File: src/rtl/core/ccfr_pkg.sv
`timescale 1ns / 1ps

package ccfr_pkg;

    localparam int MAX_FRAME_BYTES = 128;
    localparam int ADDR_W          = $clog2(MAX_FRAME_BYTES);
    localparam int CNT_W           = $clog2(MAX_FRAME_BYTES + 1);

    localparam logic [7:0]  MIN_FRAME_BYTES = 8'd10;
    localparam logic [7:0]  START_RESET     = 8'hA5;
    localparam logic [15:0] CRC_POLY        = 16'h1021;
    localparam logic [15:0] CRC_INIT        = 16'h0000;

    localparam int HDR_BYTES = 8;
    localparam int IDX_DEV   = 2;
    localparam int IDX_TYPE  = 3;
    localparam int IDX_SEQ   = 4;
    localparam int IDX_ECHO  = 5;
    localparam int IDX_LEN   = 7;
    localparam int IDX_CRCH  = 8;
    localparam int IDX_CRCL  = 9;

    typedef logic [ADDR_W-1:0] t_addr;
    typedef logic [CNT_W-1:0]  t_count;

    function automatic t_addr wrap_add(input t_addr base, input t_count off);
        logic [CNT_W:0] sum;
        sum = (CNT_W+1)'(base) + (CNT_W+1)'(off);
        if (sum >= (CNT_W+1)'(MAX_FRAME_BYTES)) begin
            sum = sum - (CNT_W+1)'(MAX_FRAME_BYTES);
        end
        return sum[ADDR_W-1:0];
    endfunction

    function automatic logic [15:0] crc_feed(input logic [15:0] crc, input logic [7:0] b);
        logic [15:0] c;
        c = crc ^ {b, 8'h00};
        for (int k = 0; k < 8; k++) begin
            if (c[15]) begin
                c = {c[14:0], 1'b0} ^ CRC_POLY;
            end else begin
                c = {c[14:0], 1'b0};
            end
        end
        return c;
    endfunction

endpackage

File: src/rtl/core/crc_checked_frame_receiver_unit.sv
`timescale 1ns / 1ps

// Length-framed byte receiver with CRC-16/XMODEM check.
// Slave stream: one received byte per item in s_tdata. Bytes are dropped
// until the start byte opens a window; byte 7 of the window gives the frame
// length (10..128), and the CRC over bytes 0-7 and 10..len-1 is compared with
// big-endian bytes 8-9.
// Master stream: one item per checked frame; tuser is 0 for an accepted frame
// and 1 for a checksum mismatch (oldest byte then dropped), tdata carries the
// header fields and both checksums.
// Config channel: writes the start byte; ready is always high.
// Rate: one byte at a time; bytes are taken only in the idle state. From
// byte 8 on, each byte is followed by a length check (states RD_LEN, LEN)
// that holds the input; a complete window is then walked through the window
// memory at one byte a cycle (FRONT, WALK), and the result item is loaded in
// REPORT, which waits while the master holds an item not yet taken. The
// single read port of the window memory sets this pace.
// Reset (synchronous, active low) empties the window, drops any pending
// item and restores the start byte to 0xA5.
// A stalled master holds the pending item; the next byte is still taken, and
// the block waits only when a second result is ready before the first left.
module crc_checked_frame_receiver_unit (
    input  logic        i_clk,
    input  logic        i_rst_n,
    input  logic        i_s_tvalid,
    output logic        o_s_tready,
    input  logic [7:0]  i_s_tdata,   // data_byte
    output logic        o_m_tvalid,
    input  logic        i_m_tready,
    output logic [71:0] o_m_tdata,   // frame_type, device_id, sequence_res, echoed_sequence,
                                     // frame_length, computed_crc, received_crc
    output logic        o_m_tuser,   // status
    input  logic        i_cfg_valid,
    output logic        o_cfg_ready,
    input  logic [7:0]  i_cfg_data   // start_byte
);

    localparam logic [2:0] ST_IDLE   = 3'd0;
    localparam logic [2:0] ST_RD_LEN = 3'd1;
    localparam logic [2:0] ST_LEN    = 3'd2;
    localparam logic [2:0] ST_FRONT  = 3'd3;
    localparam logic [2:0] ST_WALK   = 3'd4;
    localparam logic [2:0] ST_REPORT = 3'd5;

    localparam ccfr_pkg::t_count OFF_LEN = ccfr_pkg::CNT_W'(ccfr_pkg::IDX_LEN);
    localparam ccfr_pkg::t_count OFF_ONE = ccfr_pkg::CNT_W'(1);
    localparam ccfr_pkg::t_count OFF_HDR = ccfr_pkg::CNT_W'(ccfr_pkg::HDR_BYTES);

    logic [2:0]             r_state;
    logic [7:0]             r_start_byte;
    ccfr_pkg::t_addr        r_start;
    ccfr_pkg::t_count       r_count;
    logic [7:0]             r_len;
    ccfr_pkg::t_count       r_rd_idx;
    logic                   r_dv;
    ccfr_pkg::t_addr        r_d_idx;
    logic [15:0]            r_crc;
    logic [7:0]             r_dev;
    logic [7:0]             r_type;
    logic [7:0]             r_seq;
    logic [7:0]             r_echo;
    logic [15:0]            r_given;
    logic                   r_m_valid;
    logic [71:0]            r_m_data;
    logic                   r_m_user;

    logic [7:0]             r_mem [ccfr_pkg::MAX_FRAME_BYTES];
    logic [7:0]             r_rdata;
    ccfr_pkg::t_addr        rd_addr;
    ccfr_pkg::t_addr        wr_addr;
    logic                   s_acc;
    logic                   wr_en;
    logic                   len_bad;
    logic                   crc_ok;
    logic                   out_free;

    assign o_s_tready  = (r_state == ST_IDLE);
    assign o_cfg_ready = 1'b1;
    assign o_m_tvalid  = r_m_valid;
    assign o_m_tdata   = r_m_data;
    assign o_m_tuser   = r_m_user;

    assign s_acc    = i_s_tvalid && o_s_tready;
    assign wr_en    = s_acc && !(r_count == '0 && i_s_tdata != r_start_byte);
    assign wr_addr  = ccfr_pkg::wrap_add(r_start, r_count);
    assign len_bad  = (r_rdata < ccfr_pkg::MIN_FRAME_BYTES)
                   || ({1'b0, r_rdata} > 9'(ccfr_pkg::MAX_FRAME_BYTES));
    assign crc_ok   = (r_crc == r_given);
    assign out_free = !r_m_valid || i_m_tready;

    always_comb begin
        case (r_state)
            ST_RD_LEN: rd_addr = ccfr_pkg::wrap_add(r_start, OFF_LEN);
            ST_LEN:    rd_addr = r_start;
            default:   rd_addr = ccfr_pkg::wrap_add(r_start, r_rd_idx);
        endcase
    end

    always_ff @(posedge i_clk) begin
        if (wr_en) begin
            r_mem[wr_addr] <= i_s_tdata;
        end
        r_rdata <= r_mem[rd_addr];
    end

    always_ff @(posedge i_clk) begin
        if (!i_rst_n) begin
            r_state      <= ST_IDLE;
            r_start_byte <= ccfr_pkg::START_RESET;
            r_start      <= '0;
            r_count      <= '0;
            r_rd_idx     <= '0;
            r_dv         <= 1'b0;
            r_m_valid    <= 1'b0;
        end else begin
            if (i_cfg_valid) begin
                r_start_byte <= i_cfg_data;
            end
            if (i_m_tready && r_state != ST_REPORT) begin
                r_m_valid <= 1'b0;
            end
            case (r_state)
                ST_IDLE: begin
                    if (wr_en) begin
                        r_count <= r_count + OFF_ONE;
                        if (r_count + OFF_ONE >= OFF_HDR) begin
                            r_state <= ST_RD_LEN;
                        end
                    end
                end
                ST_RD_LEN: begin
                    r_state <= ST_LEN;
                end
                ST_LEN: begin
                    r_len <= r_rdata;
                    if (len_bad) begin
                        r_count <= '0;
                        r_start <= '0;
                        r_state <= ST_IDLE;
                    end else if (8'(r_count) < r_rdata) begin
                        r_state <= ST_IDLE;
                    end else begin
                        r_state <= ST_FRONT;
                    end
                end
                ST_FRONT: begin
                    if (r_rdata != r_start_byte) begin
                        r_start <= ccfr_pkg::wrap_add(r_start, OFF_ONE);
                        r_count <= r_count - OFF_ONE;
                        r_state <= ST_IDLE;
                    end else begin
                        r_rd_idx <= '0;
                        r_dv     <= 1'b0;
                        r_crc    <= ccfr_pkg::CRC_INIT;
                        r_state  <= ST_WALK;
                    end
                end
                ST_WALK: begin
                    if (8'(r_rd_idx) < r_len) begin
                        r_rd_idx <= r_rd_idx + OFF_ONE;
                        r_dv     <= 1'b1;
                        r_d_idx  <= r_rd_idx[ccfr_pkg::ADDR_W-1:0];
                    end else begin
                        r_dv <= 1'b0;
                        if (!r_dv) begin
                            r_state <= ST_REPORT;
                        end
                    end
                    if (r_dv) begin
                        case (r_d_idx)
                            ccfr_pkg::ADDR_W'(ccfr_pkg::IDX_DEV):  r_dev  <= r_rdata;
                            ccfr_pkg::ADDR_W'(ccfr_pkg::IDX_TYPE): r_type <= r_rdata;
                            ccfr_pkg::ADDR_W'(ccfr_pkg::IDX_SEQ):  r_seq  <= r_rdata;
                            ccfr_pkg::ADDR_W'(ccfr_pkg::IDX_ECHO): r_echo <= r_rdata;
                            ccfr_pkg::ADDR_W'(ccfr_pkg::IDX_CRCH): r_given[15:8] <= r_rdata;
                            ccfr_pkg::ADDR_W'(ccfr_pkg::IDX_CRCL): r_given[7:0]  <= r_rdata;
                            default: ;
                        endcase
                        if (r_d_idx != ccfr_pkg::ADDR_W'(ccfr_pkg::IDX_CRCH)
                            && r_d_idx != ccfr_pkg::ADDR_W'(ccfr_pkg::IDX_CRCL)) begin
                            r_crc <= ccfr_pkg::crc_feed(r_crc, r_rdata);
                        end
                    end
                end
                ST_REPORT: begin
                    if (out_free) begin
                        r_m_valid <= 1'b1;
                        r_m_user  <= !crc_ok;
                        r_m_data  <= {r_given, r_crc, r_len, r_echo, r_seq, r_dev, r_type};
                        if (crc_ok) begin
                            r_count <= '0;
                            r_start <= '0;
                        end else begin
                            r_start <= ccfr_pkg::wrap_add(r_start, OFF_ONE);
                            r_count <= r_count - OFF_ONE;
                        end
                        r_state <= ST_IDLE;
                    end
                end
                default: begin
                    r_state <= ST_IDLE;
                end
            endcase
        end
    end

`ifndef SYNTHESIS
    a_count_bound: assert property (@(posedge i_clk) disable iff (!i_rst_n)
        r_count <= ccfr_pkg::CNT_W'(ccfr_pkg::MAX_FRAME_BYTES))
        else $error("window count above capacity");

    a_walk_full: assert property (@(posedge i_clk) disable iff (!i_rst_n)
        r_state == ST_WALK |-> (8'(r_count) >= r_len && 8'(r_rd_idx) <= r_len))
        else $error("walk over a window that is not complete");

    a_match_clears: assert property (@(posedge i_clk) disable iff (!i_rst_n)
        (r_state == ST_REPORT && out_free && crc_ok) |=> (r_count == '0 && r_start == '0))
        else $error("accepted frame did not clear the window");

    a_report_loads: assert property (@(posedge i_clk) disable iff (!i_rst_n)
        (r_state == ST_REPORT && out_free) |=> (r_m_valid && r_state == ST_IDLE))
        else $error("result not loaded");
`endif

endmodule

File: config.mk
export PLATFORM = sky130hd
export DESIGN_NAME = crc_checked_frame_receiver_unit
export DESIGN_NICKNAME = d
export VERILOG_FILES = /design/src/rtl/core/ccfr_pkg.sv /design/src/rtl/core/crc_checked_frame_receiver_unit.sv
export SDC_FILE = /design/constraint.sdc
export NUM_CORES = 1
export LEC_CHECK = 0
export BUFFER_PORTS_ARGS = -buffer_cell sky130_fd_sc_hd__buf_2
export CAP_MARGIN = 25
export CORE_MARGIN = 4
export CORE_UTILIZATION = 50
export DETAILED_ROUTE_END_ITERATION = 8
export GPL_TIMING_DRIVEN = 1
export PLACE_DENSITY = 0.62
export SLEW_MARGIN = 0
export SYNTH_ARGS = -nofsm -noshare
export SYNTH_HDL_FRONTEND = slang
export SYNTH_SLANG_ARGS = --single-unit
File: constraint.sdc
create_clock -name i_clk -period 5.1 [get_ports i_clk]
set_input_delay 0.51 -clock i_clk [delete_from_list [all_inputs] [get_ports i_clk]]
set_output_delay 0.51 -clock i_clk [all_outputs]
set_load 0.05 [all_outputs]
==> results of run 1 <==
per-layer routing:
metal	GRT usage	wire length, µm
met2	0.398	61100
met3	0.0392	10500
met4	0.0725	3480
met5	0	0
met1	0.353	54500
stage by stage:
stage / setup slack [ns] / power, mW
5_1_grt: 0.169 / 27.4
6_report: 0.479 / 26.3
2_1_floorplan: 1.45 / 15.2
3_3_place_gp: 0.278 / 17.7
4_1_cts: 0.507 / 26.4
3_5_place_dp: 0.523 / 17.7
flip-flops by register name (all words and copies together) (netlist names), 3 cells and up:
signal        cells
r_mem          1024
o_m_tdata        72
r_crc            16
r_given          16
r_count           8
r_dev             8
r_echo            8
r_len             8
r_rd_idx          8
r_rdata           8
r_seq             8
r_start_byte      8
r_type            8
r_d_idx           7
r_start           7
r_state           3
cell families (layout without fill, tap and decap cells):
logic type / Yosys count / count (layout)
simple gates: 1771 / 1771
compound gates: 339 / 339
buf+inv: 248 / 472
fa+ha+maj: 33 / 33
xor+xnor: 82 / 82
other cells: 1 / 2
mux: 71 / 71
flops: 1220 / 1220
power by group through the flow:
stage	sequential, mW	clock, mW	combinational, mW
final	11.3	8.80	6.24
after CTS	11.3	8.92	6.23
after detailed placement	11.5	0	6.21
after global placement	11.5	0	6.19
after floorplan	11.5	0	3.75
after global routing	11.3	9.37	6.71
worst paths after layout:
path	to	slack, ns	cells past startpoint
setup / recovery	r_rdata[0]$_DFF_P_	0.48	14
hold / removal	r_start_byte[0]$_SDFFE_PN1P_	0.04	3
setup reg to reg	r_rdata[0]$_DFF_P_	0.48	14
hold reg to reg	o_m_tdata[28]$_DFFE_PP_	0.42	0
layout make-up:
class                      instances  share of cell area
antenna                            1           0.0000447
sequential                      1220               0.647
multi-input combinational       2297               0.220
timing repair buffer             225              0.0321
clock inverter                    65              0.0111
clock buffer                     157              0.0591
tap                             1287              0.0288
inverter                          25             0.00168
worst max-delay path: stages, from the launching register on:
cell and delay, ns:
dfxtp_1 0.54, nor3b_2 0.16, or2_2 0.30, ha_1 0.22, fa_1 0.45, a211oi_1 0.37
o21ba_2 0.21, mux2i_1 0.23, o211ai_1 0.16, buf_4 0.26, nor3b_1 0.87, and4_1 0.36
a41oi_1 0.12, nand3_1 0.19, nor3_1 0.07
cells in the final DEF (no fill, tap or decap), types with 63 or more instances in the layout:
| cell type | instances |
|---|---|
| a311oi_1 | 143 |
| and3_1 | 96 |
| buf_2 | 87 |
| buf_4 | 112 |
| clkbuf_16 | 123 |
| edfxtp_1 | 1176 |
| mux2i_1 | 63 |
| nand2_1 | 1002 |
| nand3_1 | 361 |
| nor2_1 | 191 |
==> flow_metrics.env, run 1 <==
export IMPL_fin_util=0.569
export IMPL_die_area_um2=104000
export IMPL_synth_top_family_by_area="simple AND/OR/NAND/NOR gates"
export IMPL_antenna_found_initial=3
export IMPL_finalSetupTns_ns=0
export IMPL_synth_edf_count=1176
export IMPL_ys_top_cells_by_count="1176 x edfxtp_1, 1002 x nand2_1, 361 x nand3_1, 193 x nor2_1, 143 x a311oi_1"
export IMPL_crit_type="reg2reg"
export IMPL_max_freq_mhz=216
export IMPL_nets=3943
export IMPL_ys_flop_type="edfxtp_1"
export IMPL_fin_crit_sh=0.906
export IMPL_min_from="i_cfg_data[0]"
export IMPL_clockBufferDepth=3
export IMPL_die_x_um=323
export IMPL_synth_top_area_frac=0.713
export IMPL_yosysMostFrequentCell="edfxtp_1"
export IMPL_core_area_um2=98300
export IMPL_finalHoldViolCount=0
export IMPL_p_leak_nw=19.1
export IMPL_regArea_um2=36200
export IMPL_route_detailed_drc=0
export IMPL_ios=97
export IMPL_avgSynthCellArea_um2=13.2
export IMPL_vias=31200
export IMPL_synth_seq_cells=1220
export IMPL_initial_core_util=0.504
export IMPL_synthAdderAreaFrac=0.00864
export IMPL_final_area_um2=55900
export IMPL_synth_cell_area_um2=49500
export IMPL_ys_seq_area_frac=0.731
export IMPL_post_drt_via_cell_ratio=5.90
export IMPL_power_density_nw_per_um2=471
export IMPL_grt_pass1_vias=29500
export IMPL_routed_wl_mm=130
export IMPL_synth_simple_gate_area_share=0.155
export IMPL_yosys_area_top_type="edfxtp_1"
export IMPL_cp_required_ns=5.69
export IMPL_p_int_mw=18.2
export IMPL_drtIter0Drc=3623
export IMPL_syn_inst=3765
export IMPL_ctsResizeCount=0
export IMPL_synth_fp_nets=3819
export IMPL_async_reset_ff_frac=0
export IMPL_numCtsBuffers=120
export IMPL_r2r_start="r_state[2]$_SDFFE_PN0P_"
export IMPL_cap_violations=0
export IMPL_rows=115
export IMPL_dp_hpwl_mm=80.1
export IMPL_clockRootBuffer="clkbuf_16"
export IMPL_whs_ns=0.0448
export IMPL_grt_max_degree=129
export IMPL_synth_compound_area_frac=0.0523
export IMPL_clock_sinks=1220
export IMPL_final_layout_size_suffix_gt1_frac=0.109
export IMPL_post_cts_repair_setup_buffers=0
export IMPL_rsz0062_at_grt="no"
export IMPL_placement_io_buffers=95
export IMPL_area_delta_synth_final_pct=12.9
export IMPL_multiInputGateArea_um2=12300
export IMPL_dpl_cell_area_um2=52000
export IMPL_crit_fanout=18
export IMPL_htree_levels=3
export IMPL_hold_buffers=0
export IMPL_fin_crit_ns=4.62
export IMPL_hp_class="in2reg"
export IMPL_cts_tree="yes"
export IMPL_end_kind="flip-flop"
export IMPL_synthMuxAreaShare=0.0158
export IMPL_peakVddDrop_mv=0.357
export IMPL_ant_nets=0
export IMPL_worst_pin_slew_ns=1.06
export IMPL_place_congestion=0.884
export IMPL_first_pass_iters=5
export IMPL_pwr_share_comb=0.237
export IMPL_worst_skew_pair_late_latency_ns=0.71
export IMPL_grt_pass1_wl_mm=193
export IMPL_synth_area_leaders="edfxtp_1 71%, nand2_1 7.6%, nand3_1 3.6%"
export IMPL_overflow=0
export IMPL_fillers=7800
export IMPL_maxSlewViolCount=0
export IMPL_worstSetupStartpoint="r_state[2]$_SDFFE_PN0P_"
export IMPL_worstSetupStartpointType="flip-flop"
export IMPL_wl_per_cell_um=24.6
export IMPL_die_h_um=323
export IMPL_clk_pin_slew_ns=0.06
export IMPL_fin_worst_skew_ns=0.0297
export IMPL_power_share_switching=0.308
export IMPL_yosysWarningCount=0
export IMPL_seq_power_share=0.429
export IMPL_p_switching_mw=8.11
export IMPL_arrival_ns=5.21
export IMPL_synth_cell_type_count=74
export IMPL_pwr_share_clk=0.334
export IMPL_max_slew_margin=0.295
export IMPL_grt_usage=0.247
export IMPL_status="complete, no violations"
export IMPL_setup_violations=0
export IMPL_layout_cells_non_filler=5277
export IMPL_dp_cells=5054
export IMPL_synth_xor_area_share=0.0145
Note: power is estimated with default switching activity, not from simulation.
==> run 2, diff against run 1 <==
ABC_AREA = 1   (was default)
==> run 2 against run 1 <==
- utilization down 0.73 points
- non-clock buffer count is 39 lower
- combinational power rose by 43%
- sequential share of layout area fell by 4.5 points
- worst hold slack got worse by 0.0048 ns
- die area grew 8.3%
- sequential power about the same
- critical endpoint is now r_mem[37][0]$_DFFE_PP_
- largest power group unchanged
==> flow_metrics.env, run 2 <==
export IMPL_power_density_nw_per_um2=490
export IMPL_hp_class="in2reg"
export IMPL_dp_cells=6578
export IMPL_clk_pin_slew_ns=0.06
export IMPL_slowest_stage="xor2_1"
export IMPL_final_cell_mix="1194 x nand2_1, 1176 x edfxtp_1, 1079 x nand3_1"
export IMPL_yosysMostFrequentCell="nand2_1"
export IMPL_p_int_mw=19.0
export IMPL_final_common_cell="nand2_1"
export IMPL_dp_hpwl_mm=87.9
export IMPL_layout_cells_non_filler=6821
export IMPL_hold_buffers=4
export IMPL_synth_cell_area_um2=53800
export IMPL_diodes=0
export IMPL_place_congestion=0.881
export IMPL_p_switching_mw=10.4
export IMPL_clock_sinks=1220
export IMPL_grt_pass1_vias=34000
export IMPL_antenna_found_initial=2
export IMPL_nets=5368
export IMPL_core_area_um2=107000
export IMPL_grt_max_degree=129
export IMPL_max_slew_margin=0.304
export IMPL_synth_seq_cells=1220
export IMPL_initial_core_util=0.503
export IMPL_rows=120
export IMPL_fin_crit_ns=4.08
export IMPL_worst_path_largest_cell_delay_ns=0.79
export IMPL_ant_nets=0
export IMPL_syn_inst=5238
export IMPL_die_area_um2=113000
export IMPL_peakVddDrop_mv=0.492
export IMPL_ctsResizeCount=0
export IMPL_path_buf_inv=0
export IMPL_route_detailed_drc=0
export IMPL_fin_worst_skew_ns=0.0341
export IMPL_maxSlewViolCount=0
export IMPL_first_pass_iters=6
export IMPL_vias=36500
export IMPL_cp_required_ns=5.45
export IMPL_cts_tree="yes"
export IMPL_rsz0062_at_grt="no"
export IMPL_crit_type="reg2reg"
export IMPL_seq_power_share=0.386
export IMPL_arrival_ns=4.43
export IMPL_worst_pin_slew_ns=1.04
export IMPL_path_cells="ha_1 > fa_1 > nand3_1 > nand2_1 > nand2_1 > nand2_1 > a21oi_1 > xor2_1 > nand3_1 > nor2_1"
export IMPL_area_delta_synth_final_pct=11.7
export IMPL_p_leak_nw=25.1
export IMPL_finalHoldViolCount=0
export IMPL_ys_top_cells_by_count="1196 x nand2_1, 1176 x edfxtp_1, 1081 x nand3_1, 1049 x inv_1, 207 x nor2_1"
export IMPL_crit_path_frequent_cell="nand2_1"
export IMPL_ys_seq_area_frac=0.673
export IMPL_cap_violations=0
export IMPL_synth_fp_nets=5292
export IMPL_largest_register="r_mem"
export IMPL_pwr_share_clk=0.310
export IMPL_htree_levels=4
export IMPL_synth_edf_count=1176
export IMPL_post_cts_repair_setup_buffers=0
export IMPL_ys_flop_type="edfxtp_1"
export IMPL_wl_per_cell_um=21.1
export IMPL_worst_skew_pair_late_latency_ns=0.75
export IMPL_avgSynthCellArea_um2=10.3
export IMPL_clockRootBuffer="clkbuf_16"
export IMPL_post_drt_via_cell_ratio=5.35
export IMPL_placement_io_buffers=95
export IMPL_crit_fanout=9
export IMPL_synth_area_leaders="edfxtp_1 66%, nand3_1 10%, nand2_1 8.3%"
export IMPL_pwr_share_comb=0.304
export IMPL_finalSetupTns_ns=0
export IMPL_synth_top_area_frac=0.657
export IMPL_ios=97
export IMPL_status="complete, no violations"
export IMPL_power_share_switching=0.354
export IMPL_end_kind="flip-flop"
export IMPL_clockBufferDepth=3
export IMPL_drtIter0Drc=4301
export IMPL_overflow=0
export IMPL_max_freq_mhz=245
export IMPL_setup_violations=0
export IMPL_synth_cell_type_count=43
export IMPL_fin_crit_sh=0.799
export IMPL_numCtsBuffers=132
export IMPL_yosys_area_top_type="edfxtp_1"
export IMPL_die_h_um=336
export IMPL_largest_register_ffs=1024
export IMPL_yosysWarningCount=0
export IMPL_crit_family="simple AND/OR/NAND/NOR gates"
export IMPL_grt_usage=0.254
export IMPL_grt_pass1_wl_mm=214
export IMPL_die_x_um=336
export IMPL_async_reset_ff_frac=0
export IMPL_routed_wl_mm=144
export IMPL_worstSetupStartpointType="flip-flop"
export IMPL_final_layout_size_suffix_gt1_frac=0.0736
[run 2: changes by cell type after synthesis, sizes merged, moves of 14 or more]
cell    change
inv      +1028
nand3     +720
nand2     +197
a311oi    -142
and3       -93
buf        +68
mux2i      -65
clkbuf     -47
o21ai      -19
a31oi      -15
and2       -15
nor2       +14
[run 2: layout make-up]
type,count,area (µm²)
Multi-Input combinational cell,2720,12600
Fill cell,9028,46800
Clock buffer,177,3600
Sequential cell,1220,36200
Inverter,1054,3960
Tap cell,1403,1760
Clock inverter,61,503
Timing Repair Buffer,186,1500
[run 2: metal layers]
layer  wire, µm  up-vias  track usage
li1           -    17200            -
met1      61200    17400        0.363
met2      65900     1626        0.398
met3      12900      245       0.0494
met4       3750        2       0.0746
met5          7        -            0
[run 2: path summary, 6_finish.rpt]
| path | to | depth (start not counted) | slack, ns | start |
|---|---|---|---|---|
| worst max-delay path | r_mem[37][0]$_DFFE_PP_ | 10 | 1.02 | r_start[0]$_SDFFE_PN0P_ |
| worst max register to register | r_mem[37][0]$_DFFE_PP_ | 10 | 1.02 | r_start[0]$_SDFFE_PN0P_ |
| worst min-delay path | r_start_byte[6]$_SDFFE_PN0P_ | 3 | 0.04 | i_cfg_data[6] |
| worst min register to register | o_m_tdata[9]$_DFFE_PP_ | 0 | 0.42 | r_dev[1]$_DFFE_PP_ |
[run 2: cell families after synthesis]
family | after synthesis | share of synthesized area
AOI/OAI and AO/OA | 89 | 0.00917
and+or+nand+nor | 2537 | 0.205
adders and majority gates | 33 | 0.00796
DFF | 1220 | 0.673
buffers and inverters | 1298 | 0.0950
xor gates and xnor gates | 60 | 0.00977
other | 1 | 0.0000697
[run 2: worst reg2reg max path, delay by kind of cell, from the launching register on]
family,cells,cell delay (ns)
AO/OA/AOI/OAI,1,0.15
XOR/XNOR,1,0.79
adder cells (fa/ha/maj),2,0.66
flip-flops,1,0.37
AND/OR/NAND/NOR,6,1.72
[run 2: power groups by stage]
stage	clock network, mW	registers (mW)	logic, mW
finish	9.11	11.4	8.95
floorplan	0	11.6	5.78
global route	9.69	11.4	9.75
CTS	9.23	11.4	8.87
detailed placement	0	11.6	8.83
global placement	0	11.6	8.74
[run 2: through the flow]
stage	hold WS, ns	power, mW	cell area, µm²	util	setup WS [ns]
floorplan	0.400	17.4	53800	-	0.995
global placement	0.404	20.3	55900	0.523	1.08
finish	0.0400	29.4	60100	0.562	1.02
detailed placement	0.405	20.4	55900	0.523	1.08
CTS	0.0136	29.5	60100	0.562	1.05
global route	0.0432	30.8	60100	0.562	0.840
